==> src/mad_pkg.sv <==
// Package for the centered moving-average detrend block.
// Holds the beat structs, fixed field widths and the sequencer states.
// No dependencies.
package mad_pkg;

    localparam int SAMPLE_BITS = 16;
    localparam int DET_BITS    = SAMPLE_BITS + 1;
    localparam int CFG_BITS    = 5;

    typedef struct packed {
        logic signed [SAMPLE_BITS-1:0] sample;
        logic                          last_in;
    } in_beat_t;

    typedef struct packed {
        logic signed [DET_BITS-1:0] detrended;
        logic                       last_out;
    } out_beat_t;

    typedef enum logic [2:0] {
        ST_IDLE,
        ST_CTR,
        ST_SUM,
        ST_DIV,
        ST_OUT
    } state_t;

endpackage

==> src/moving_average_detrend.sv <==
// Top level of the centered moving-average detrend block.
// Depends on mad_pkg (beat structs, widths, state enum).
//
// Usage: s_ channel takes one sample per beat with last_in closing the signal;
// m_ channel returns sample minus the truncated mean of the 2*h+1 samples
// centered on it. cfg_we/cfg_wdata set the half width h, latched at the first
// sample of each signal (0 reads as 1, above MAX_HALF saturates).
// Outputs lag the input by h samples; the last beat flushes the remaining ones
// and the final output carries last_out.
// Timing: each window step reads the sample ring twice (one read port) and
// then runs a restoring divider one quotient bit a cycle; a last beat costs
// h+1 steps. s_ready is high only between steps; one finished beat waits in
// the output register, so the next sample is taken and worked on while the
// receiver stalls, and the sequencer holds only when a second result is ready.
// Reset clears control state and sets h to 1; the ring needs no clearing,
// since only entries written in the current signal are ever used.
module moving_average_detrend #(
    parameter int MAX_HALF = 31
) (
    input  logic                                   aclk,
    input  logic                                   aresetn,
    input  logic                                   s_valid,
    output logic                                   s_ready,
    input  mad_pkg::in_beat_t                      s_data,
    output logic                                   m_valid,
    input  logic                                   m_ready,
    output mad_pkg::out_beat_t                     m_data,
    input  logic                                   cfg_we,
    input  logic [mad_pkg::CFG_BITS-1:0]           cfg_wdata
);

    localparam int SB    = mad_pkg::SAMPLE_BITS;
    localparam int DB    = mad_pkg::DET_BITS;
    localparam int RING  = 2 * MAX_HALF + 1;
    localparam int AW    = $clog2(RING);
    localparam int HW    = $clog2(MAX_HALF + 1);
    localparam int WW    = HW + 1;
    localparam int SUMW  = SB + $clog2(RING);
    localparam int CW    = $clog2(SUMW);
    localparam int PW    = $clog2(2 * MAX_HALF + 3);
    localparam int HCW   = (HW > mad_pkg::CFG_BITS) ? HW : mad_pkg::CFG_BITS;

    localparam logic [AW:0]     RING_C  = (AW+1)'(RING);
    localparam logic [HCW-1:0]  MAX_C   = HCW'(MAX_HALF);
    localparam logic [PW-1:0]   POS_MAX = {PW{1'b1}};
    localparam logic [CW-1:0]   DIV_END = CW'(SUMW - 1);

    function automatic logic [AW-1:0] ring_sub(input logic [AW-1:0] a, input logic [AW:0] b);
        logic [AW:0] t;
        t = {1'b0, a} + RING_C - b;
        if (t >= RING_C) begin
            t = t - RING_C;
        end
        return t[AW-1:0];
    endfunction

    function automatic logic [AW-1:0] ring_inc(input logic [AW-1:0] a);
        return (a == AW'(RING - 1)) ? '0 : a + 1'b1;
    endfunction

    function automatic logic [PW-1:0] pos_inc(input logic [PW-1:0] p);
        return (p == POS_MAX) ? p : p + 1'b1;
    endfunction

    // Sample ring
    logic signed [SB-1:0] ring_mem [RING];
    logic                 rd_en;
    logic [AW-1:0]        rd_addr;
    logic signed [SB-1:0] rd_data_reg;
    logic                 wr_en;
    logic [AW-1:0]        wr_addr;
    logic signed [SB-1:0] wr_data;

    always_ff @(posedge aclk) begin
        if (rd_en) begin
            rd_data_reg <= ring_mem[rd_addr];
        end
        if (wr_en) begin
            ring_mem[wr_addr] <= wr_data;
        end
    end

    mad_pkg::state_t state_reg, state_next;
    logic [mad_pkg::CFG_BITS-1:0] cfg_reg;
    logic [HW-1:0]        h_reg, h_next;
    logic [HW-1:0]        k_reg, k_next;
    logic [AW-1:0]        wptr_reg, wptr_next;
    logic [AW-1:0]        old_ptr_reg, old_ptr_next;
    logic [AW-1:0]        ctr_ptr_reg, ctr_ptr_next;
    logic [PW-1:0]        cnt_reg, cnt_next;
    logic [PW-1:0]        pos_reg, pos_next;
    logic signed [SB-1:0] x_reg, x_next;
    logic                 last_reg, last_next;
    logic signed [SB-1:0] first_reg, first_next;
    logic signed [SB-1:0] old_reg, old_next;
    logic signed [SB-1:0] ctr_reg, ctr_next;
    logic signed [SUMW-1:0] sum_reg, sum_next;
    logic [SUMW-1:0]      dq_reg, dq_next;
    logic [WW-1:0]        dr_reg, dr_next;
    logic [CW-1:0]        dcnt_reg, dcnt_next;
    logic                 neg_reg, neg_next;
    logic                 m_valid_reg, m_valid_next;
    mad_pkg::out_beat_t   m_data_reg, m_data_next;

    logic                 accept;
    logic                 is_first;
    logic [HCW-1:0]       cfg_ext;
    logic [HW-1:0]        h_cfg;
    logic [HW-1:0]        h_use;
    logic [WW-1:0]        w_use;
    logic [WW-1:0]        w_cur;
    logic [AW-1:0]        wptr_use;
    logic                 old_valid;
    logic                 ctr_valid;
    logic signed [SUMW-1:0] sum_upd;
    logic signed [SUMW-1:0] sum_init;
    logic [WW:0]          r_sh;
    logic [SUMW-1:0]      q_signed;
    logic                 out_load;
    logic                 flush_more;
    logic                 final_step;

    assign accept   = s_valid && s_ready;
    assign is_first = (cnt_reg == '0);
    assign cfg_ext  = HCW'(cfg_reg);
    assign h_cfg    = (cfg_ext == '0) ? HW'(1) :
                      (cfg_ext > MAX_C) ? HW'(MAX_HALF) : cfg_ext[HW-1:0];
    assign h_use    = is_first ? h_cfg : h_reg;
    assign w_use    = {h_use, 1'b1};
    assign w_cur    = {h_reg, 1'b1};
    assign wptr_use = is_first ? '0 : wptr_reg;

    // window edge positions exist once enough samples of the signal are in
    assign old_valid = pos_reg >= PW'({h_reg, 1'b0}) + PW'(2);
    assign ctr_valid = pos_reg >= PW'(h_reg) + PW'(1);

    assign sum_init = $signed({{(SUMW-WW){1'b0}}, w_use})
                    * $signed({{(SUMW-SB){s_data.sample[SB-1]}}, s_data.sample});
    assign sum_upd  = sum_reg + SUMW'(x_reg) - SUMW'(old_reg);
    assign r_sh     = {dr_reg, dq_reg[SUMW-1]};
    assign q_signed = neg_reg ? (~dq_reg + 1'b1) : dq_reg;
    assign out_load = !m_valid_reg || m_ready;
    assign final_step = last_reg && (k_reg == h_reg);
    assign flush_more = last_reg && (k_reg != h_reg);

    assign s_ready = (state_reg == mad_pkg::ST_IDLE);
    assign m_valid = m_valid_reg;
    assign m_data  = m_data_reg;

    always_comb begin
        state_next   = state_reg;
        h_next       = h_reg;
        k_next       = k_reg;
        wptr_next    = wptr_reg;
        old_ptr_next = old_ptr_reg;
        ctr_ptr_next = ctr_ptr_reg;
        cnt_next     = cnt_reg;
        pos_next     = pos_reg;
        x_next       = x_reg;
        last_next    = last_reg;
        first_next   = first_reg;
        old_next     = old_reg;
        ctr_next     = ctr_reg;
        sum_next     = sum_reg;
        dq_next      = dq_reg;
        dr_next      = dr_reg;
        dcnt_next    = dcnt_reg;
        neg_next     = neg_reg;
        m_valid_next = m_valid_reg;
        m_data_next  = m_data_reg;
        rd_en        = 1'b0;
        rd_addr      = old_ptr_reg;
        wr_en        = 1'b0;
        wr_addr      = wptr_use;
        wr_data      = s_data.sample;

        if (m_valid_reg && m_ready) begin
            m_valid_next = 1'b0;
        end

        unique case (state_reg)
            mad_pkg::ST_IDLE: begin
                if (accept) begin
                    // old edge is read in the same edge as the write: read-first
                    rd_en        = 1'b1;
                    rd_addr      = ring_sub(wptr_use, (AW+1)'(w_use));
                    wr_en        = 1'b1;
                    old_ptr_next = rd_addr;
                    ctr_ptr_next = ring_sub(wptr_use, (AW+1)'(h_use));
                    wptr_next    = ring_inc(wptr_use);
                    h_next       = h_use;
                    k_next       = '0;
                    x_next       = s_data.sample;
                    last_next    = s_data.last_in;
                    cnt_next     = is_first ? PW'(1) : pos_inc(cnt_reg);
                    pos_next     = cnt_next;
                    if (is_first) begin
                        first_next = s_data.sample;
                        sum_next   = sum_init;
                    end
                    state_next = mad_pkg::ST_CTR;
                end
            end
            mad_pkg::ST_CTR: begin
                old_next   = old_valid ? rd_data_reg : first_reg;
                rd_en      = 1'b1;
                rd_addr    = ctr_ptr_reg;
                state_next = mad_pkg::ST_SUM;
            end
            mad_pkg::ST_SUM: begin
                ctr_next = rd_data_reg;
                sum_next = sum_upd;
                if (ctr_valid) begin
                    neg_next   = sum_upd[SUMW-1];
                    dq_next    = sum_upd[SUMW-1] ? (~sum_upd + 1'b1) : sum_upd;
                    dr_next    = '0;
                    dcnt_next  = '0;
                    state_next = mad_pkg::ST_DIV;
                end else if (flush_more) begin
                    k_next       = k_reg + 1'b1;
                    old_ptr_next = ring_inc(old_ptr_reg);
                    ctr_ptr_next = ring_inc(ctr_ptr_reg);
                    pos_next     = pos_inc(pos_reg);
                    rd_en        = 1'b1;
                    rd_addr      = old_ptr_next;
                    state_next   = mad_pkg::ST_CTR;
                end else begin
                    state_next = mad_pkg::ST_IDLE;
                end
            end
            mad_pkg::ST_DIV: begin
                if (r_sh >= {1'b0, w_cur}) begin
                    dr_next = WW'(r_sh - {1'b0, w_cur});
                    dq_next = {dq_reg[SUMW-2:0], 1'b1};
                end else begin
                    dr_next = r_sh[WW-1:0];
                    dq_next = {dq_reg[SUMW-2:0], 1'b0};
                end
                dcnt_next = dcnt_reg + 1'b1;
                if (dcnt_reg == DIV_END) begin
                    state_next = mad_pkg::ST_OUT;
                end
            end
            mad_pkg::ST_OUT: begin
                if (out_load) begin
                    m_valid_next          = 1'b1;
                    m_data_next.detrended = DB'(ctr_reg) - q_signed[DB-1:0];
                    m_data_next.last_out  = final_step;
                    if (flush_more) begin
                        k_next       = k_reg + 1'b1;
                        old_ptr_next = ring_inc(old_ptr_reg);
                        ctr_ptr_next = ring_inc(ctr_ptr_reg);
                        pos_next     = pos_inc(pos_reg);
                        rd_en        = 1'b1;
                        rd_addr      = old_ptr_next;
                        state_next   = mad_pkg::ST_CTR;
                    end else begin
                        if (last_reg) begin
                            cnt_next = '0;
                        end
                        state_next = mad_pkg::ST_IDLE;
                    end
                end
            end
            default: begin
                state_next = mad_pkg::ST_IDLE;
            end
        endcase
    end

    always_ff @(posedge aclk) begin
        if (!aresetn) begin
            state_reg   <= mad_pkg::ST_IDLE;
            cfg_reg     <= mad_pkg::CFG_BITS'(1);
            h_reg       <= HW'(1);
            k_reg       <= '0;
            cnt_reg     <= '0;
            pos_reg     <= '0;
            last_reg    <= 1'b0;
            sum_reg     <= '0;
            first_reg   <= '0;
            wptr_reg    <= '0;
            m_valid_reg <= 1'b0;
        end else begin
            state_reg   <= state_next;
            if (cfg_we) begin
                cfg_reg <= cfg_wdata;
            end
            h_reg       <= h_next;
            k_reg       <= k_next;
            cnt_reg     <= cnt_next;
            pos_reg     <= pos_next;
            last_reg    <= last_next;
            sum_reg     <= sum_next;
            first_reg   <= first_next;
            wptr_reg    <= wptr_next;
            m_valid_reg <= m_valid_next;
        end
    end

    always_ff @(posedge aclk) begin
        old_ptr_reg <= old_ptr_next;
        ctr_ptr_reg <= ctr_ptr_next;
        x_reg       <= x_next;
        old_reg     <= old_next;
        ctr_reg     <= ctr_next;
        dq_reg      <= dq_next;
        dr_reg      <= dr_next;
        dcnt_reg    <= dcnt_next;
        neg_reg     <= neg_next;
        m_data_reg  <= m_data_next;
    end

    a_half_range: assert property (@(posedge aclk) disable iff (!aresetn)
        (h_reg != '0) && (HCW'(h_reg) <= MAX_C))
        else $error("half width out of range");

    a_flush_bound: assert property (@(posedge aclk) disable iff (!aresetn)
        k_reg <= h_reg)
        else $error("flush step beyond half width");

    a_accept_starts: assert property (@(posedge aclk) disable iff (!aresetn)
        accept |=> (state_reg == mad_pkg::ST_CTR))
        else $error("accepted beat did not start a step");

    a_last_restarts: assert property (@(posedge aclk) disable iff (!aresetn)
        (state_reg == mad_pkg::ST_OUT && out_load && final_step) |=> (cnt_reg == '0))
        else $error("signal not restarted after final output");

    a_no_overwrite: assert property (@(posedge aclk) disable iff (!aresetn)
        (state_reg == mad_pkg::ST_OUT && !out_load) |=> (state_reg == mad_pkg::ST_OUT))
        else $error("result dropped while output register full");

endmodule

==> config.mk <==
export PLATFORM = sky130hd
export DESIGN_NAME = moving_average_detrend
export DESIGN_NICKNAME = d
export VERILOG_FILES = /design/src/mad_pkg.sv /design/src/moving_average_detrend.sv
export SDC_FILE = /design/constraint.sdc
export NUM_CORES = 2
export LEC_CHECK = 0
export ABC_AREA = 1
export BUFFER_PORTS_ARGS = -buffer_cell sky130_fd_sc_hd__clkbuf_2
export CORE_MARGIN = 5
export CORE_UTILIZATION = 69
export CTS_CLUSTER_SIZE = 30
export DETAILED_ROUTE_END_ITERATION = 16
export PLACE_DENSITY = 0.83
export SETUP_SLACK_MARGIN = 0.2
export SLEW_MARGIN = 30
export SYNTH_ARGS = -nofsm -noshare
export SYNTH_HDL_FRONTEND = slang
export SYNTH_SLANG_ARGS = --single-unit
==> constraint.sdc <==
create_clock -name aclk -period 10.33 [get_ports aclk]
set_input_delay 1.033 -clock aclk [delete_from_list [all_inputs] [get_ports aclk]]
set_output_delay 1.033 -clock aclk [all_outputs]
set_load 0.03 [all_outputs]
* After elaboration in Yosys (flattened, before gate mapping)
Memory sizes are Yosys's and may differ from the RTL's. A register that Yosys moved wholly into a read port is not among the register bits. Index checks and enable logic that the tools add are counted. W data, S select, Z words.
Word-level totals: register bits 190, bits in writable memories 1008, input bits 27, output and inout bits 20, logic and storage cells 162, memories 1
Cells by class: add/subtract/negate cells 20, $mul 1, magnitude comparators 6, eq/ne operators 20, multiplexer cells 68, bitwise operators 2, reduce and logical (&&, ||, !) cells 22
Memory list:
- ring_mem | words 63, width 16, read ports 1, clocked after Yosys merged registers in 1, wr ports 1, line moving_average_detrend.sv:66 | logic signed [SB-1:0] ring_mem [RING];
Operator list (count):
- $mux W6 | 16
- $mux W22 | 4
- $pmux W22 S2 | 2
- $mux W7 | 10
- $mux W5 | 8
- $pmux W6 S3 | 2
- $pmux W6 S4 | 1
- $add A22 B1 Y22 const B | 1
- $add A22 B16 Y22 | 1
- $mul A7 B16 Y22 | 1
- $not A22 Y22 | 1
- $sub A22 B16 Y22 | 1
- $pmux W7 S3 | 1
- $add A6 B1 Y6 const B | 3
- $eq A6 B6 Y1 const B | 3
- $add A17 B1 Y17 const B | 1
- $mux W17 | 1
- $not A17 Y17 | 1
- $sub A17 B17 Y17 | 1
- $mux W16 | 1
- $pmux W3 S5 | 1
- $pmux W5 S3 | 1
- $add A7 B1 Y7 const B | 2
- $eq A7 B7 Y1 const B | 2
- 39 further kinds | 73

* Longest topological paths before layout
depth in word-level cells 9, mapped depth 39, mapped depth without buffers 36

* Least setup slack after synthesis
No wires, ideal clock.
kind register to register, from reg cnt_reg[0], to reg sum_reg[21], library setup time 132 ps, data arrival time 5826 ps, data required time 10198 ps, slack 4372 ps, stages on the path, launching flop included 32, buffers on the path 3, period minus slack after synthesis 5958 ps, cell sequence dfxtp_1 -> inv_1 -> ha_1 -> inv_1 -> nor2_2 -> nand3_4 -> buf_6 -> clkbuf_1 -> o21ai_1 -> clkbuf_1 -> nor2_1 -> fa_1 -> fa_1 -> fa_1 -> inv_1 -> fa_1 -> inv_1 -> ha_1 -> nand2_1 -> o21ai_0 -> a21oi_1 -> o21ai_0 -> inv_1 -> nor2_1 -> nor2_1 -> o21ai_0 -> a21oi_1 -> nor2_1 -> nor2_1 -> xor2_1 -> o21bai_1 -> a21oi_1
On the way: longest elaborated chain between the ends 6
Ends and longest elaborated chain:
- from (decl) | line moving_average_detrend.sv:90 | logic [PW-1:0] cnt_reg, cnt_next;
- from (signal assigned) | line moving_average_detrend.sv:291 | cnt_reg <= cnt_next;
- $logic_not A7 Y1 (*) | line moving_average_detrend.sv:124 | assign is_first = (cnt_reg == '0);
- $mux W5 | line moving_average_detrend.sv:128 | assign h_use = is_first ? h_cfg : h_reg;
- $mul A7 B16 Y22 | line moving_average_detrend.sv:138 | * $signed({{(SUMW-SB){s_data.sample[SB-1]}}, s_data.sample});
- $mux W22 | line moving_average_detrend.sv:197 | if (is_first) begin
- $mux W22 | line moving_average_detrend.sv:183 | if (accept) begin
- $pmux W22 S2 | line moving_average_detrend.sv:181 | unique case (state_reg)
- to (signal assigned) | line moving_average_detrend.sv:294 | sum_reg <= sum_next;
- to (decl) | line moving_average_detrend.sv:97 | logic signed [SUMW-1:0] sum_reg, sum_next;
Mark *: on every way between the ends. The rest lies on a longest branch, timed or not. The select of a mux whose other input is x is not followed. A chain may end at the register's enable or synchronous reset.

* Worst setup path after layout
from reg cnt_reg[0], to reg rd_data_reg[13] (read register of ring_mem) (data pin)
On the way: longest elaborated chain between the ends 8
Ends and longest elaborated chain:
- $logic_not A7 Y1 (*) | line moving_average_detrend.sv:124
- $mux W6 | line moving_average_detrend.sv:131 | assign wptr_use = is_first ? '0 : wptr_reg;
- $add A6 B6 Y7 | line moving_average_detrend.sv:50 | t = {1'b0, a} + RING_C - b;
- $sub A7 B6 Y7 (*) | line moving_average_detrend.sv:50
- $sub A6 B6 Y6 / $ge A7 B6 Y1 (equally long branches) | line moving_average_detrend.sv:52, moving_average_detrend.sv:51
- $mux W6 (*) | line moving_average_detrend.sv:51 | if (t >= RING_C) begin
- $mux W6 (*)
- $pmux W6 S4 (*) | line moving_average_detrend.sv:181
- to (decl) | line moving_average_detrend.sv:69 | logic signed [SB-1:0] rd_data_reg;
Mark *: on every way between the ends. The rest lies on a longest branch, timed or not.

==> results by stage <==
Clock network:
- TritonCTS built the clock tree.
- The later pin in the worst-skew pair is clocked with a latency of 720 ps.
- The number of hold buffers added after CTS was 0.
- After clock tree synthesis, the repair step resized 0 gates.
- The master cell of the clock root buffer is sky130_fd_sc_hd__clkbuf_16.
- The post-CTS clock slew at the launch and capture registers of the worst setup and hold paths is 60 ps.
- The number of CTS-inserted buffers is around 120.
- The buffers inserted during post-CTS setup optimization is 0.
- The clock net sink count is around 1.2k.
- The number of levels in the clock H-tree is 3.
- No sink is reached through more buffers than the 3 on the longest clock path.

Floorplanning:
- The floorplan step defined a die boundary enclosing 93300 sq um.
- The initial utilization of the core area, before any placement, comes to 0.694.
- The floorplan step set the die width to roughly 300 um.
- In this run the standard cell core region covers between 80000 and 90000 sq um.
- Pin placement for this block handled 47 I/O pins.
- Measured along the y axis, the die boundary spans 305 um.
- The initialized floorplan defines 108 standard-cell rows.

Synth:
- The fraction of registers with async set or reset after synthesis is 0.
- Counting every instance in the synthesized netlist gives 5875.
- Sorting the synthesized cells by area gives the leading types as sky130_fd_sc_hd__edfxtp_1, sky130_fd_sc_hd__nand3_1, sky130_fd_sc_hd__nand2_1.
- The synthesized design contains 1136 enable-type register cells.
- Ranked by instance count, the synthesized netlist is headed by sky130_fd_sc_hd__edfxtp_1, sky130_fd_sc_hd__nand3_1, sky130_fd_sc_hd__nand2_1.
- The top flip-flop cell by instance count after synthesis is sky130_fd_sc_hd__edfxtp_1.
- The share of the Yosys chip area taken by registers is 0.592.
- Summing every instance area after synthesis gives 60200 sq um.
- The number of synthesized register bits is between 1k and 1.5k.
- The average instance in the mapped netlist occupies ~10 sq um.
- Of the post-synthesis cell area, the dominant cell type holds 0.566.
- The total nets after synthesis is 6116.
- sky130_fd_sc_hd__edfxtp_1 is the most common cell in the netlist.
- The largest area contributor in the synthesized netlist is sky130_fd_sc_hd__edfxtp_1.
- The count of synthesis-stage warnings from yosys is 0.
- The number of distinct library cell variants in the gate-level netlist after synthesis is 59.

STA:
- The final setup skew is 39.7 ps.
- For the pin with the worst max-slew slack, the measured transition is ~1200 ps.
- The count of pins over their slew limit is 0.
- The highest achievable clock rate is 135 MHz.
- The headroom to the max-slew limit is 0.210.
- After routing, the total negative slack on setup checks comes to 0 ps.
- The setup violation total in the final timing report is 0.
- The smallest clock period supported by the final layout is computed as between 7000 and 8000 ps.
- Setup repair after global routing left no endpoint under its margin.
- The total count of hold-check failures in the final report is 0.
- Of the available clock period, the critical path in the final layout requires 0.719.

Drt:
- Before antenna repair, the detailed router went through 9 iterations.
- The aggregate routed wire length is approximately 170000 um.
- In this run, the number of DRC markers left after iteration 0 of detailed routing was 6881.
- Detailed routing inserted a total of 44.8k vias.
- The via count normalized by instance count is 6.29.
- The routed wire length per instance is 23.4 um.
- The count of nets left with antenna violations once routing finished came out at 0.
- The number of remaining DRC errors is 0.

Global routing:
- The via count of the first global-routing pass is 44.0k.
- The aggregate global routing overflow is 0.
- The wire length of the first global-routing pass is about 250000 um.
- Across every metal layer, demand over resource in global routing totals 0.349.
- The maximum number of pins on one net before global-route repair is about 210.
- The number of antenna violations at the first check in global routing is 4.

Worst setup path:
- The maximum single-stage delay on the critical path is 770 ps.
- STA classifies the critical path endpoint as a flip-flop.
- The number of cells on the worst reg-to-reg path is 30.
- Among the stages of the critical path, the cell type that occurs most often is sky130_fd_sc_hd__nand2_1.
- The endpoint arrival time on the critical path is 7880 ps.
- The worst setup path category is reg2reg.
- The type of origin of the critical path is a flip-flop.
- The largest individual stage delay along the critical path comes from the cell sky130_fd_sc_hd__nand2_8.
- The biggest fanout along the worst timing path is 192.
- The data required time of the worst path is about 11000 ps.

Run:
- Across the run, the number of max-cap violations was 0.

Finish:
- Compared with the post-synthesis result, the final layout area differs by 8.56%.
- The register with the most flip-flops in the layout has 1008 of them.
- After filler insertion, the fill cell instance count of the layout stands at 5519.
- In the final design database the tool counted 6108 nets.
- The ratio of cells with drive above 1 in the final layout is 0.0729.

Placement:
- The final weighted congestion in routability-driven placement is 0.922.
- Summed over all nets, the half-perimeter wirelength after detailed placement is 99100 um.
- Buffers placed on the I/O ports in this run total 46.

Hold path:
- The worst hold path was traced through 2 stages.
- The path class of the tightest hold or removal check is reg2reg.

Run status:
- The flow ran to the end, and the final reports show no timing, DRC or antenna violations.
worst paths after layout:
check | end | from | slack, ps
setup / recovery | rd_data_reg[13]$_DFFE_PP_ | cnt_reg[0]$_SDFFE_PN0P_ | 2900
hold / removal | sum_reg[7]$_SDFFE_PN0P_ | sum_reg[7]$_SDFFE_PN0P_ | 470
setup reg to reg | rd_data_reg[13]$_DFFE_PP_ | cnt_reg[0]$_SDFFE_PN0P_ | 2900
hold reg to reg | sum_reg[7]$_SDFFE_PN0P_ | sum_reg[7]$_SDFFE_PN0P_ | 470
metrics by stage:
| step | hold slack [ps] | area, sq um | setup WS (ps) | std cells | util |
|---|---|---|---|---|---|
| 2_1_floorplan | 420 | 60200 | 4370 | 5875 | - |
| 3_3_place_gp | 453 | 61600 | 3380 | 6903 | 0.710 |
| 3_5_place_dp | 464 | 61600 | 3230 | 6903 | 0.710 |
| 4_1_cts | 472 | 65400 | 3190 | 7123 | 0.753 |
| 5_1_grt | 511 | 65400 | 2320 | 7123 | 0.754 |
| 6_report | 470 | 65400 | 2900 | 7126 | 0.754 |
critical path: cells and delay by family (launching register included):
family / cells / cell delay [ps]
AOI/OAI and AO/OA: 4 / 1020
xor gates and xnor gates: 1 / 110
adders and majority gates: 2 / 550
buffers and inverters: 4 / 870
DFF: 1 / 380
and+or+nand+nor: 19 / 3800
cell usage in the layout, fill, tap and decap left out, types with 16 or more instances in the layout:
cell                        count
sky130_fd_sc_hd__a21oi_1      129
sky130_fd_sc_hd__buf_4        119
sky130_fd_sc_hd__clkbuf_1      23
sky130_fd_sc_hd__clkbuf_16    120
sky130_fd_sc_hd__clkbuf_2      42
sky130_fd_sc_hd__clkinv_1      27
sky130_fd_sc_hd__clkinv_2      29
sky130_fd_sc_hd__dfxtp_1       78
sky130_fd_sc_hd__edfxtp_1    1136
sky130_fd_sc_hd__fa_1          89
sky130_fd_sc_hd__ha_1         125
sky130_fd_sc_hd__inv_1        911
sky130_fd_sc_hd__mux2_2        16
sky130_fd_sc_hd__nand2_1      984
sky130_fd_sc_hd__nand3_1     1122
sky130_fd_sc_hd__nand3b_1     274
sky130_fd_sc_hd__nor2_1       234
sky130_fd_sc_hd__nor3_1        20
sky130_fd_sc_hd__o211ai_1      19
sky130_fd_sc_hd__o21ai_0      131
sky130_fd_sc_hd__or2_2         21
sky130_fd_sc_hd__xnor2_1       31
sky130_fd_sc_hd__xor2_1        83
metal layers:
metal	GRT usage	vias to the layer above	wire length [um]
met2	0.546	3171	76300
met4	0.193	2	10500
met3	0.0942	568	22700
li1	-	19800	-
met5	0	-	13
met1	0.450	21300	57200
area by class of cell:
class / count / area (sq um) / area share
Inverter: 922 / 3460 / 0.0530
Clock inverter: 74 / 654 / 0.0100
Antenna cell: 3 / 7.51 / 0.000115
Tap cell: 1155 / 1450 / 0.0221
Clock buffer: 146 / 3130 / 0.0479
Sequential cell: 1214 / 35700 / 0.546
Multi-Input combinational cell: 3441 / 19800 / 0.302
Timing Repair Buffer: 171 / 1260 / 0.0192
cell families (layout without fill, tap and decap cells):
group                    after synthesis  after routing  share of synthesized area
AND/OR/NAND/NOR                     2720           2720                      0.214
buffers and inverters               1220           1313                     0.0822
flip-flops                          1214           1214                      0.592
AO/OA/AOI/OAI                        375            375                     0.0359
adder cells (fa/ha/maj)              214            214                     0.0555
XOR/XNOR                             115            115                     0.0168
multiplexers                          17             17                    0.00316
other                                  0              3                          0
Power is left out: the tool's default activity adds up to more than one toggle a clock period on the data nets, which glitch-free logic cannot reach.
